[src/hdl/ffba_pkg.sv]
`default_nettype none
package ffba_pkg;

   localparam int NUM_BLOCKS  = 256;
   localparam int BLOCK_SHIFT = 12;
   localparam int BLOCK_SIZE  = 1 << BLOCK_SHIFT;
   localparam int CNT_W       = $clog2(NUM_BLOCKS);
   localparam int NEED_W      = 33 - BLOCK_SHIFT;
   localparam logic [32:0] HEAP_BYTES = 33'(NUM_BLOCKS) << BLOCK_SHIFT;

   // block table entry bits
   localparam int MARK_TAKEN = 0;
   localparam int MARK_FIRST = 1;
   localparam int MARK_NEXT  = 2;

   localparam logic OP_ALLOC = 1'b0;
   localparam logic OP_FREE  = 1'b1;

   localparam logic [2:0] ST_OK       = 3'd0;
   localparam logic [2:0] ST_ZERO     = 3'd1;
   localparam logic [2:0] ST_NOMEM    = 3'd2;
   localparam logic [2:0] ST_RANGE    = 3'd3;
   localparam logic [2:0] ST_NOTSTART = 3'd4;

   typedef struct packed {
      logic        operation;
      logic [31:0] byte_count;
      logic [31:0] address;
   } req_type;

   typedef struct packed {
      logic [31:0] block_address;
      logic [2:0]  status;
   } rsp_type;

endpackage
`default_nettype wire

[src/hdl/ffba_cell.sv]
`default_nettype none
// One table entry; moves one place toward the head on each shift.
module ffba_cell (
   input  wire logic       clock,
   input  wire logic       reset,
   input  wire logic       shift_en,
   input  wire logic [2:0] neighbor_entry,
   output logic      [2:0] entry
);

   logic [2:0] entry_ff;
   logic [2:0] entry_in;

   always_comb begin
      entry_in = shift_en ? neighbor_entry : entry_ff;
   end

   always_ff @(posedge clock) begin
      if (reset) begin
         entry_ff <= 3'd0;
      end else begin
         entry_ff <= entry_in;
      end
   end

   assign entry = entry_ff;

endmodule
`default_nettype wire

[src/hdl/first_fit_block_allocator.sv]
// First-fit block allocator over a table of NUM_BLOCKS heap blocks.
// req channel (req_valid/req_stall/req_data): one word per request, either
// allocate (byte_count) or free (address). rsp channel (rsp_valid/rsp_stall/
// rsp_data): exactly one word per request, block address and status.
// csr channel (csr_valid/csr_ready/csr_data): writes heap_base; write it only
// while no request is in flight.
// The table lives in a ring of cells that rotates one entry per cycle, while
// a scan, mark or free pass runs, past a single head port. A request runs alone:
//   errors found up front (zero size, too large, bad address): no rotation
//   free: one full rotation
//   allocate: one rotation when nothing fits, else two rotations
//   (one to find the run, one to mark it).
// req_stall is high while a request is in progress. A finished response
// sits in the output register while rsp_stall is high; a new request may be
// accepted meanwhile, and its response waits until the register is free.
// Synchronous reset clears the whole table (all blocks free), heap_base and
// the response valid flag; no clearing pass is needed.
`default_nettype none
module first_fit_block_allocator (
   input  wire logic             clock,
   input  wire logic             reset,
   input  wire logic             req_valid,
   output logic                  req_stall,
   input  wire ffba_pkg::req_type req_data,
   output logic                  rsp_valid,
   input  wire logic             rsp_stall,
   output ffba_pkg::rsp_type     rsp_data,
   input  wire logic             csr_valid,
   output logic                  csr_ready,
   input  wire logic [31:0]      csr_data
);

   localparam int N  = ffba_pkg::NUM_BLOCKS;
   localparam int CW = ffba_pkg::CNT_W;
   localparam int NW = ffba_pkg::NEED_W;

   typedef enum logic [2:0] {
      S_IDLE, S_CHECK, S_SCAN, S_MARK, S_FREE, S_FINISH
   } state_type;

   state_type         state_ff, state_in;
   logic [CW-1:0]     pos_ff, pos_in;
   logic              op_ff, op_in;
   logic [31:0]       bytes_ff, bytes_in;
   logic [31:0]       addr_ff, addr_in;
   logic [NW-1:0]     need_ff, need_in;
   logic [CW:0]       run_len_ff, run_len_in;
   logic [CW-1:0]     start_ff, start_in;
   logic              found_ff, found_in;
   logic [CW-1:0]     idx_ff, idx_in;
   logic              clearing_ff, clearing_in;
   logic [2:0]        status_ff, status_in;
   logic [31:0]       result_addr_ff, result_addr_in;
   logic              rsp_valid_ff, rsp_valid_in;
   ffba_pkg::rsp_type rsp_data_ff, rsp_data_in;
   logic [31:0]       base_ff, base_in;

   logic [2:0]        map_q [N];
   logic [2:0]        head;
   logic [2:0]        tail_in;
   logic              shift_en;
   logic              last_pos;
   logic [32:0]       need_sum;
   logic [NW-1:0]     need_calc;
   logic [31:0]       offset;
   logic [CW-1:0]     rel;
   logic              rsp_free;

   genvar g;
   generate
      for (g = 0; g < N; g++) begin : g_cell
         if (g == N - 1) begin : g_tail
            ffba_cell u_cell (
               .clock(clock), .reset(reset), .shift_en(shift_en),
               .neighbor_entry(tail_in), .entry(map_q[g])
            );
         end else begin : g_body
            ffba_cell u_cell (
               .clock(clock), .reset(reset), .shift_en(shift_en),
               .neighbor_entry(map_q[g+1]), .entry(map_q[g])
            );
         end
      end
   endgenerate

   assign head     = map_q[0];
   assign shift_en = (state_ff == S_SCAN) || (state_ff == S_MARK) || (state_ff == S_FREE);
   assign last_pos = (pos_ff == CW'(N - 1));
   assign need_sum = {1'b0, bytes_ff} + 33'(ffba_pkg::BLOCK_SIZE - 1);
   assign need_calc = NW'(need_sum >> ffba_pkg::BLOCK_SHIFT);
   assign offset   = addr_ff - base_ff;
   assign rel      = pos_ff - start_ff;
   assign rsp_free = !rsp_valid_ff || !rsp_stall;

   always_comb begin
      state_in       = state_ff;
      pos_in         = pos_ff;
      op_in          = op_ff;
      bytes_in       = bytes_ff;
      addr_in        = addr_ff;
      need_in        = need_ff;
      run_len_in     = run_len_ff;
      start_in       = start_ff;
      found_in       = found_ff;
      idx_in         = idx_ff;
      clearing_in    = clearing_ff;
      status_in      = status_ff;
      result_addr_in = result_addr_ff;
      rsp_valid_in   = rsp_valid_ff;
      rsp_data_in    = rsp_data_ff;
      base_in        = base_ff;
      tail_in        = head;

      if (rsp_valid_ff && !rsp_stall) begin
         rsp_valid_in = 1'b0;
      end
      if (csr_valid) begin
         base_in = csr_data;
      end

      if (shift_en) begin
         pos_in = last_pos ? '0 : pos_ff + CW'(1);
      end

      unique case (state_ff)
         S_IDLE: begin
            if (req_valid) begin
               op_in       = req_data.operation;
               bytes_in    = req_data.byte_count;
               addr_in     = req_data.address;
               run_len_in  = '0;
               found_in    = 1'b0;
               clearing_in = 1'b0;
               result_addr_in = '0;
               state_in    = S_CHECK;
            end
         end
         S_CHECK: begin
            need_in = need_calc;
            idx_in  = CW'(offset >> ffba_pkg::BLOCK_SHIFT);
            if (op_ff == ffba_pkg::OP_ALLOC) begin
               if (bytes_ff == '0) begin
                  status_in = ffba_pkg::ST_ZERO;
                  state_in  = S_FINISH;
               end else if (33'(need_calc) > 33'(N)) begin
                  status_in = ffba_pkg::ST_NOMEM;
                  state_in  = S_FINISH;
               end else begin
                  state_in = S_SCAN;
               end
            end else begin
               if (addr_ff < base_ff || {1'b0, offset} >= ffba_pkg::HEAP_BYTES) begin
                  status_in = ffba_pkg::ST_RANGE;
                  state_in  = S_FINISH;
               end else if (offset[ffba_pkg::BLOCK_SHIFT-1:0] != '0) begin
                  status_in = ffba_pkg::ST_NOTSTART;
                  state_in  = S_FINISH;
               end else begin
                  status_in = ffba_pkg::ST_NOTSTART;
                  state_in  = S_FREE;
               end
            end
         end
         S_SCAN: begin
            if (!found_ff) begin
               if (!head[ffba_pkg::MARK_TAKEN]) begin
                  if (run_len_ff == '0) begin
                     start_in = pos_ff;
                  end
                  run_len_in = run_len_ff + (CW+1)'(1);
                  if (33'(run_len_ff) + 33'd1 == 33'(need_ff)) begin
                     found_in = 1'b1;
                  end
               end else begin
                  run_len_in = '0;
               end
            end
            if (last_pos) begin
               if (found_in) begin
                  state_in = S_MARK;
               end else begin
                  status_in = ffba_pkg::ST_NOMEM;
                  state_in  = S_FINISH;
               end
            end
         end
         S_MARK: begin
            if (pos_ff >= start_ff && 33'(rel) < 33'(need_ff)) begin
               tail_in = '0;
               tail_in[ffba_pkg::MARK_TAKEN] = 1'b1;
               tail_in[ffba_pkg::MARK_FIRST] = (pos_ff == start_ff);
               tail_in[ffba_pkg::MARK_NEXT]  = (33'(rel) + 33'd1 < 33'(need_ff));
            end
            if (last_pos) begin
               status_in      = ffba_pkg::ST_OK;
               result_addr_in = base_ff + (32'(start_ff) << ffba_pkg::BLOCK_SHIFT);
               state_in       = S_FINISH;
            end
         end
         S_FREE: begin
            if (pos_ff == idx_ff) begin
               if (head[ffba_pkg::MARK_FIRST]) begin
                  tail_in     = '0;
                  clearing_in = head[ffba_pkg::MARK_NEXT];
                  status_in   = ffba_pkg::ST_OK;
               end
            end else if (clearing_ff) begin
               tail_in     = '0;
               clearing_in = head[ffba_pkg::MARK_NEXT];
            end
            if (last_pos) begin
               clearing_in = 1'b0;
               state_in    = S_FINISH;
            end
         end
         S_FINISH: begin
            if (rsp_free) begin
               rsp_valid_in = 1'b1;
               rsp_data_in.status        = status_ff;
               rsp_data_in.block_address =
                  (status_ff == ffba_pkg::ST_OK) ? result_addr_ff : '0;
               state_in = S_IDLE;
            end
         end
         default: state_in = S_IDLE;
      endcase
   end

   always_ff @(posedge clock) begin
      if (reset) begin
         state_ff     <= S_IDLE;
         pos_ff       <= '0;
         found_ff     <= 1'b0;
         clearing_ff  <= 1'b0;
         run_len_ff   <= '0;
         rsp_valid_ff <= 1'b0;
         base_ff      <= '0;
      end else begin
         state_ff     <= state_in;
         pos_ff       <= pos_in;
         found_ff     <= found_in;
         clearing_ff  <= clearing_in;
         run_len_ff   <= run_len_in;
         rsp_valid_ff <= rsp_valid_in;
         base_ff      <= base_in;
      end
      op_ff          <= op_in;
      bytes_ff       <= bytes_in;
      addr_ff        <= addr_in;
      need_ff        <= need_in;
      start_ff       <= start_in;
      idx_ff         <= idx_in;
      status_ff      <= status_in;
      result_addr_ff <= result_addr_in;
      rsp_data_ff    <= rsp_data_in;
   end

   assign req_stall = (state_ff != S_IDLE);
   assign rsp_valid = rsp_valid_ff;
   assign rsp_data  = rsp_data_ff;
   assign csr_ready = 1'b1;

   a_mark_needs_run: assert property (@(posedge clock) disable iff (reset)
      state_ff == S_MARK |-> found_ff)
      else $error("marking without a found run");

   a_clear_after_idx: assert property (@(posedge clock) disable iff (reset)
      (state_ff == S_FREE && clearing_ff) |-> pos_ff > idx_ff)
      else $error("release chain active before its start block");

   a_idle_aligned: assert property (@(posedge clock) disable iff (reset)
      state_ff == S_IDLE |-> pos_ff == '0)
      else $error("table ring out of alignment at idle");

   a_error_zero_addr: assert property (@(posedge clock) disable iff (reset)
      (rsp_valid_ff && rsp_data_ff.status != ffba_pkg::ST_OK)
         |-> rsp_data_ff.block_address == '0)
      else $error("error response with nonzero address");

endmodule
`default_nettype wire
[config.mk]
export PLATFORM = sky130hd
export DESIGN_NAME = first_fit_block_allocator
export DESIGN_NICKNAME = d
export VERILOG_FILES = /design/src/hdl/ffba_pkg.sv /design/src/hdl/ffba_cell.sv /design/src/hdl/first_fit_block_allocator.sv
export SDC_FILE = /design/constraint.sdc
export NUM_CORES = 2
export LEC_CHECK = 0
export ABC_AREA = 1
export BUFFER_PORTS_ARGS = -buffer_cell sky130_fd_sc_hd__buf_4
export CORE_UTILIZATION = 45
export CTS_CLUSTER_SIZE = 25
export DETAILED_ROUTE_END_ITERATION = 12
export MAX_ROUTING_LAYER = met4
export PLACE_DENSITY = 0.67
export REMOVE_ABC_BUFFERS = 1
export SLEW_MARGIN = 25
export SYNTH_ARGS = -nofsm -noshare
export SYNTH_HDL_FRONTEND = slang
export SYNTH_SLANG_ARGS = --single-unit
[constraint.sdc]
create_clock -name clock -period 17 [get_ports clock]
set_input_delay 0 -clock clock [delete_from_list [all_inputs] [get_ports clock]]
set_output_delay 0 -clock clock [all_outputs]
set_load 0.05 [all_outputs]
== After elaboration in Yosys (flattened, before gate mapping) ==
Index checks and enable logic that the tools add are counted.
Word-level totals
  register bits: 995
  logic and storage cells: 385
  output and inout bits: 38
  bits of input ports: 102
Cells by class
  reductions and logical operators: 28
  $add $sub $neg: 8
  multiplexer cells: 48
  bitwise gates (word level): 2
  $lt $le $gt $ge: 6
  eq/ne operators: 20
Operator list (count)
  32-bit 2-to-1 mux: 2
  32-bit case mux with 2 select lines: 1
  3-bit 2-to-1 mux: 21
  32-bit by 12-bit adder with 33-bit output (second input constant): 1
  32-bit by 20-bit adder with 32-bit output: 1
  32-bit by 21-bit greater-or-equal comparator with 1-bit output (second input constant): 1
  32-bit logical NOT: 1
  32-bit less-than comparator: 1
  32-bit subtractor: 1
  9-bit 2-to-1 mux: 3
  10-bit by 21-bit equality test with 1-bit output: 1
  21-bit by 9-bit greater-than comparator with 1-bit output (second input constant): 1
  8-bit by 21-bit less-than comparator with 1-bit output: 1
  9-bit by 21-bit less-than comparator with 1-bit output: 1
  9-bit case mux with 2 select lines: 1
  8-bit equality test: 2
  3-bit case mux with 5 select lines: 1
  1-bit 2-to-1 mux: 14
  2-bit inequality test (second input constant): 6
  3-bit case mux with 4 select lines: 1
  12-bit nonzero test: 1
  9-bit by 1-bit adder with 10-bit output (second input constant): 1
  8-bit by 1-bit adder with 9-bit output (second input constant): 1
  9-bit by 1-bit adder with 9-bit output (second input constant): 1
  other kinds (27): 46

== Logic depth before layout (Yosys ltp) ==
  depth in word-level cells: 9
  gate-level depth with buffers: 24
  gate-level depth less buffers: 24

== By module ==
A second synthesis with hierarchy kept.
Second synthesis, totals
  cells, all modules: 6511
  area total of the unflattened synthesis: 43905.9 um^2
By module, submodules not included
  ffba_cell: seq. area each 60.1 um^2, cells each 19, area an instance 120.1 um^2, times used 256
  first_fit_block_allocator: seq. area each 6266.0 um^2, cells each 1647, area an instance 13156.4 um^2, times used 1

== Worst setup path after synthesis ==
Ideal clock, no wire load.
  kind: register -> register
  start: register state_ff[0]
  end: register result_addr_ff[0] (enable)
  path buffers: 0
  setup slack: 11393 ps
  required time: 16534 ps
  library setup time: 466 ps
  arrival time: 5141 ps
  stages on the path, launching flop included: 8
  period minus slack after synthesis: 5607 ps
  cell sequence: dfxtp_1 nor2_1 inv_1 nor2_1 inv_1 nor2_1 inv_1 o21ai_0
On the way
  cells in the longest elaborated chain, start to end: 3
  elaborated cells on any way between the ends: 6
  classes of those cells: eq/ne: 3; reduce/logical: 3
Ends and longest elaborated chain
  start, declared: RTL line first_fit_block_allocator.sv:41  | state_type state_ff, state_in;
  start signal, assigned: RTL line first_fit_block_allocator.sv:239  | state_ff <= state_in;
  3-bit by 2-bit equality test with 1-bit output or 3-bit logical NOT (tied branches): RTL line first_fit_block_allocator.sv:125  | unique case (state_ff)
  2-bit inequality test (no line) or 2-bit nonzero test (tied branches)
  3-bit AND reduction (no line) (*)
  end signal, assigned: RTL line first_fit_block_allocator.sv:254  | result_addr_ff <= result_addr_in;
  end, declared: RTL line first_fit_block_allocator.sv:53  | logic [31:0] result_addr_ff, result_addr_in;
Mark *: on every way between the ends. The rest lies on a longest branch, timed or not.
A chain may end at the register's enable or synchronous reset.

== Worst setup path in the final report ==
  start: register state_ff[1]
  end: register g_cell[221].g_body.u_cell.entry_ff[2]
On the way
  cells in the longest elaborated chain, start to end: 3
  elaborated cells on any way between the ends: 5
  classes of those cells: eq/ne: 3; reduce/logical: 2
Ends and longest elaborated chain
  3-bit by 2-bit equality test with 1-bit output: RTL line first_fit_block_allocator.sv:87  | assign shift_en = (state_ff == S_SCAN) || (state_ff == S_MARK) || (state_ff == S_FREE);
  1-bit logical OR: RTL line first_fit_block_allocator.sv:87
  1-bit logical OR (*): RTL line first_fit_block_allocator.sv:87
  end signal, assigned: RTL line ffba_cell.sv:22  | entry_ff <= entry_in;
  end, declared: RTL line ffba_cell.sv:11  | logic [2:0] entry_ff;
Marked as above.

==> reports/metrics.cfg <==
[setup_path]
crit_path_max_fanout = 184
cp-end-kind = flip-flop
worstSetupPathType = flip-flop to flip-flop
crit_family = buffers and inverters
slowest_delay_ps = 730
slowest_stage = buf_4
cp_cell_sequence = nor2_1, inv_1, nor2_1, nor2_4, buf_4, buf_12, buf_16, buf_6, buf_4, o21ai_0, nor2_1
arrival_ps = 5100
cp_num_buf_inv = 6
cp_common_cell = nor2_1
cp-start-kind = flip-flop
cp.required_ps = 17580

[min_path]
hold_class = primary input to flip-flop

[floorplanning]
core_area_um2 = 85800
top_level_ports = 140
start_util_pct = 45.8
row_count = 107
die_h_um = 297
chipWidth_um = 297
die-area_um2 = 88400

[drt]
post-route-drc-count = 0
wl_per_cell_um = 13.0
ant_nets = 0
via_per_inst = 4.86
totalWireLength_um = 82400
vias = 30900
drt_iter0_drc = 2341
drt-pass1-iter-count = 5

[final_layout]
syn_to_final_growth_pct = 16.5
seq_area_um2 = 21600
instances_no_fill = 6355
n_fill_cell = 8031
multi_input_area_um2 = 15300
final_nets = 5301
drive_gt1_share_pct = 7.01

[clocking]
cts_tree = done
cts_setup_buffers = 0
cts_htree_levels = 3
cts-root-buf = clkbuf_16
clk_pin_slew_ps = 60
clk_latency_ps = 680
holdBufCountCts = 135
ctsLongestPathBuffers = 3
clkSinkCount = 995
ctsResizeCount = 0
cts_buffers = 100

[pwr]
ir_worst_vdd_mv = 0.0912
p_clk_share_pct = 35.6
leakagePower_nw = 18.4
swShare_pct = 28.5
seqPwrFrac_pct = 47.3
powerDensity_nw_per_um2 = 135
internal_power_w = 0.00443
power_frac_comb_pct = 17.1
power_switching_w = 0.00177

[synth]
netlist_instances = 5006
postSynthAreaPerCell_um2 = 7.84
yosys-top-cells-area = dfxtp_1, nor2_1, edfxtp_1, o21ai_0, nand2_1
synth_top_area_share_pct = 42.0
synth_seq_cells = 995
synth_edf_count = 172
synth_ff_type = dfxtp_1
synth_area_um2 = 39300
yosys_warnings = 0
ys_seq_area_share_pct = 55.1
synth-async-reset-ratio_pct = 0
ys_types = 54
yosys.area.top_type = dfxtp_1

[timing]
finalCritPeriodShare_pct = 26.6
setup_tns_ps = 0
worst_slew_pin_slew_ps = 1020
slew_violations = 0
slew_headroom_pct = 32.2
setup_viol = 0
fin_crit_ps = 4520
rsz0062_at_grt = false
timing.fmax_ghz = 0.221
hold_viol = 0
clock_skew_ps = 43.7

[grt]
grt_start_max_net_pins = 316
grt_pass1_wl_um = 138000
gr-total-overflow = 0
grt_use_total_pct = 18.9
antenna_found_initial = 1
grt_pass1_vias = 28400

[outcome]
status = completed

[place]
dp.cells = 6032
port-buffer-count = 138
post-dp-hpwl_um = 49300
place_congestion = 0.930

[job]
drv_cap = 0

==> worst paths after layout <==
path                                           start                                  to  depth (start not counted)  slack (ps)
hold reg to reg   g_cell[100].g_body.u_cell.entry[0]  g_cell[100].g_body.u_cell.entry[0]                          2         470
setup reg to reg                         state_ff[1]  g_cell[221].g_body.u_cell.entry[2]                         11       12480
setup / recovery                         state_ff[1]  g_cell[221].g_body.u_cell.entry[2]                         11       12480
hold / removal                          req_data[25]                         addr_ff[25]                          2          40
==> through the flow <==
stage | util, % | cell area (um^2) | power (W) | worst slack (ps) | hold WS (ps)
CTS | 53.2 | 45600 | 0.00627 | 12260 | 0.100
global placement | 47.7 | 40900 | 0.00399 | 12390 | 178
floorplan | - | 38200 | 0.00383 | -36420 | 62.4
detailed placement | 47.7 | 40900 | 0.00402 | 12300 | 179
finish | 53.3 | 45800 | 0.00620 | 12480 | 43.0
global route | 53.3 | 45800 | 0.00659 | 11940 | 8.75
==> routing by layer <==
| metal | GRT usage, % | part of all wire (%) | vias up |
|---|---|---|---|
| met5 | - | 0 | - |
| met4 | 7.11 | 3.4 | 0 |
| li1 | - | - | 16200 |
| met3 | 3.07 | 3.7 | 177 |
| met2 | 28.9 | 45 | 474 |
| met1 | 25.1 | 48 | 14000 |
==> flip-flops by register name, summed over array words and instances, names as in the netlist <==
signal                      cells
rsp_valid                       1
found_ff                        1
addr_ff                        32
clearing_ff                     1
start_ff                        8
run_len_ff                      9
result_addr_ff                 32
status_ff                       3
need_ff                        21
state_ff                        3
base_ff                        32
g_cell.g_tail.u_cell.entry      3
pos_ff                          8
op_ff                           1
bytes_ff                       32
g_cell.g_body.u_cell.entry    765
idx_ff                          8
rsp_data                       35
==> synthesized netlist by cell type, types with 4 or more instances <==
cell	instances
buf_2	16
nand3b_1	5
xor2_1	24
or2_2	5
inv_1	326
o21ai_0	839
nor2_2	10
edfxtp_1	172
dfxtp_1	823
nand3_1	79
a31oi_1	5
xnor2_1	10
nand2_2	5
clkbuf_1	258
nand4_1	28
nor2_1	1724
nor3_1	21
o21a_1	4
ha_1	67
inv_2	8
a22oi_1	4
nand2_1	408
nor4_1	7
a21oi_1	108
==> cells by family after synthesis <==
kind of cell	after synthesis	synth area share [%]
fa+ha+maj	70	2.29
other cells	1	0.00955
flops	995	55.1
simple gates	2312	23.2
xor+xnor	35	0.800
buf+inv	613	5.95
compound gates	980	12.7
==> layout make-up <==
| cell class | count | share of cell area, % |
|---|---|---|
| Clock inverter | 25 | 0.826 |
| Tap cell | 1144 | 3.13 |
| Multi-Input combinational cell | 3398 | 33.5 |
| Inverter | 336 | 2.80 |
| Sequential cell | 995 | 47.3 |
| Timing Repair Buffer | 298 | 5.92 |
| Antenna cell | 1 | 0.00547 |
| Clock buffer | 158 | 6.54 |
==> layout by cell type (no fill, tap or decap), types with 5 or more instances in the layout <==
cell type,n
edfxtp_1,172
nor2_1,1722
a31oi_1,5
nand2_1,408
o21ai_0,838
nor3_1,20
nand2_2,5
nor2_2,10
nand3b_1,5
nand4_1,28
buf_6,6
buf_4,150
xor2_1,24
ha_1,67
dlygate4sd3_1,135
nor4_1,7
clkbuf_16,100
or2_2,5
inv_2,7
clkinv_2,9
a21oi_1,107
xnor2_1,10
clkbuf_8,27
dfxtp_1,823
clkbuf_1,31
inv_1,325
nand3_1,79
==> power groups by stage <==
stage	Combinational, W	Clock, W	Sequential, W
3_5_place_dp	0.00104	0	0.00298
5_1_grt	0.00124	0.00237	0.00298
2_1_floorplan	0.000887	0	0.00295
3_3_place_gp	0.00101	0	0.00297
4_1_cts	0.00106	0.00227	0.00293
6_report	0.00106	0.00220	0.00293
Note: power is estimated with default switching activity, not from simulation.
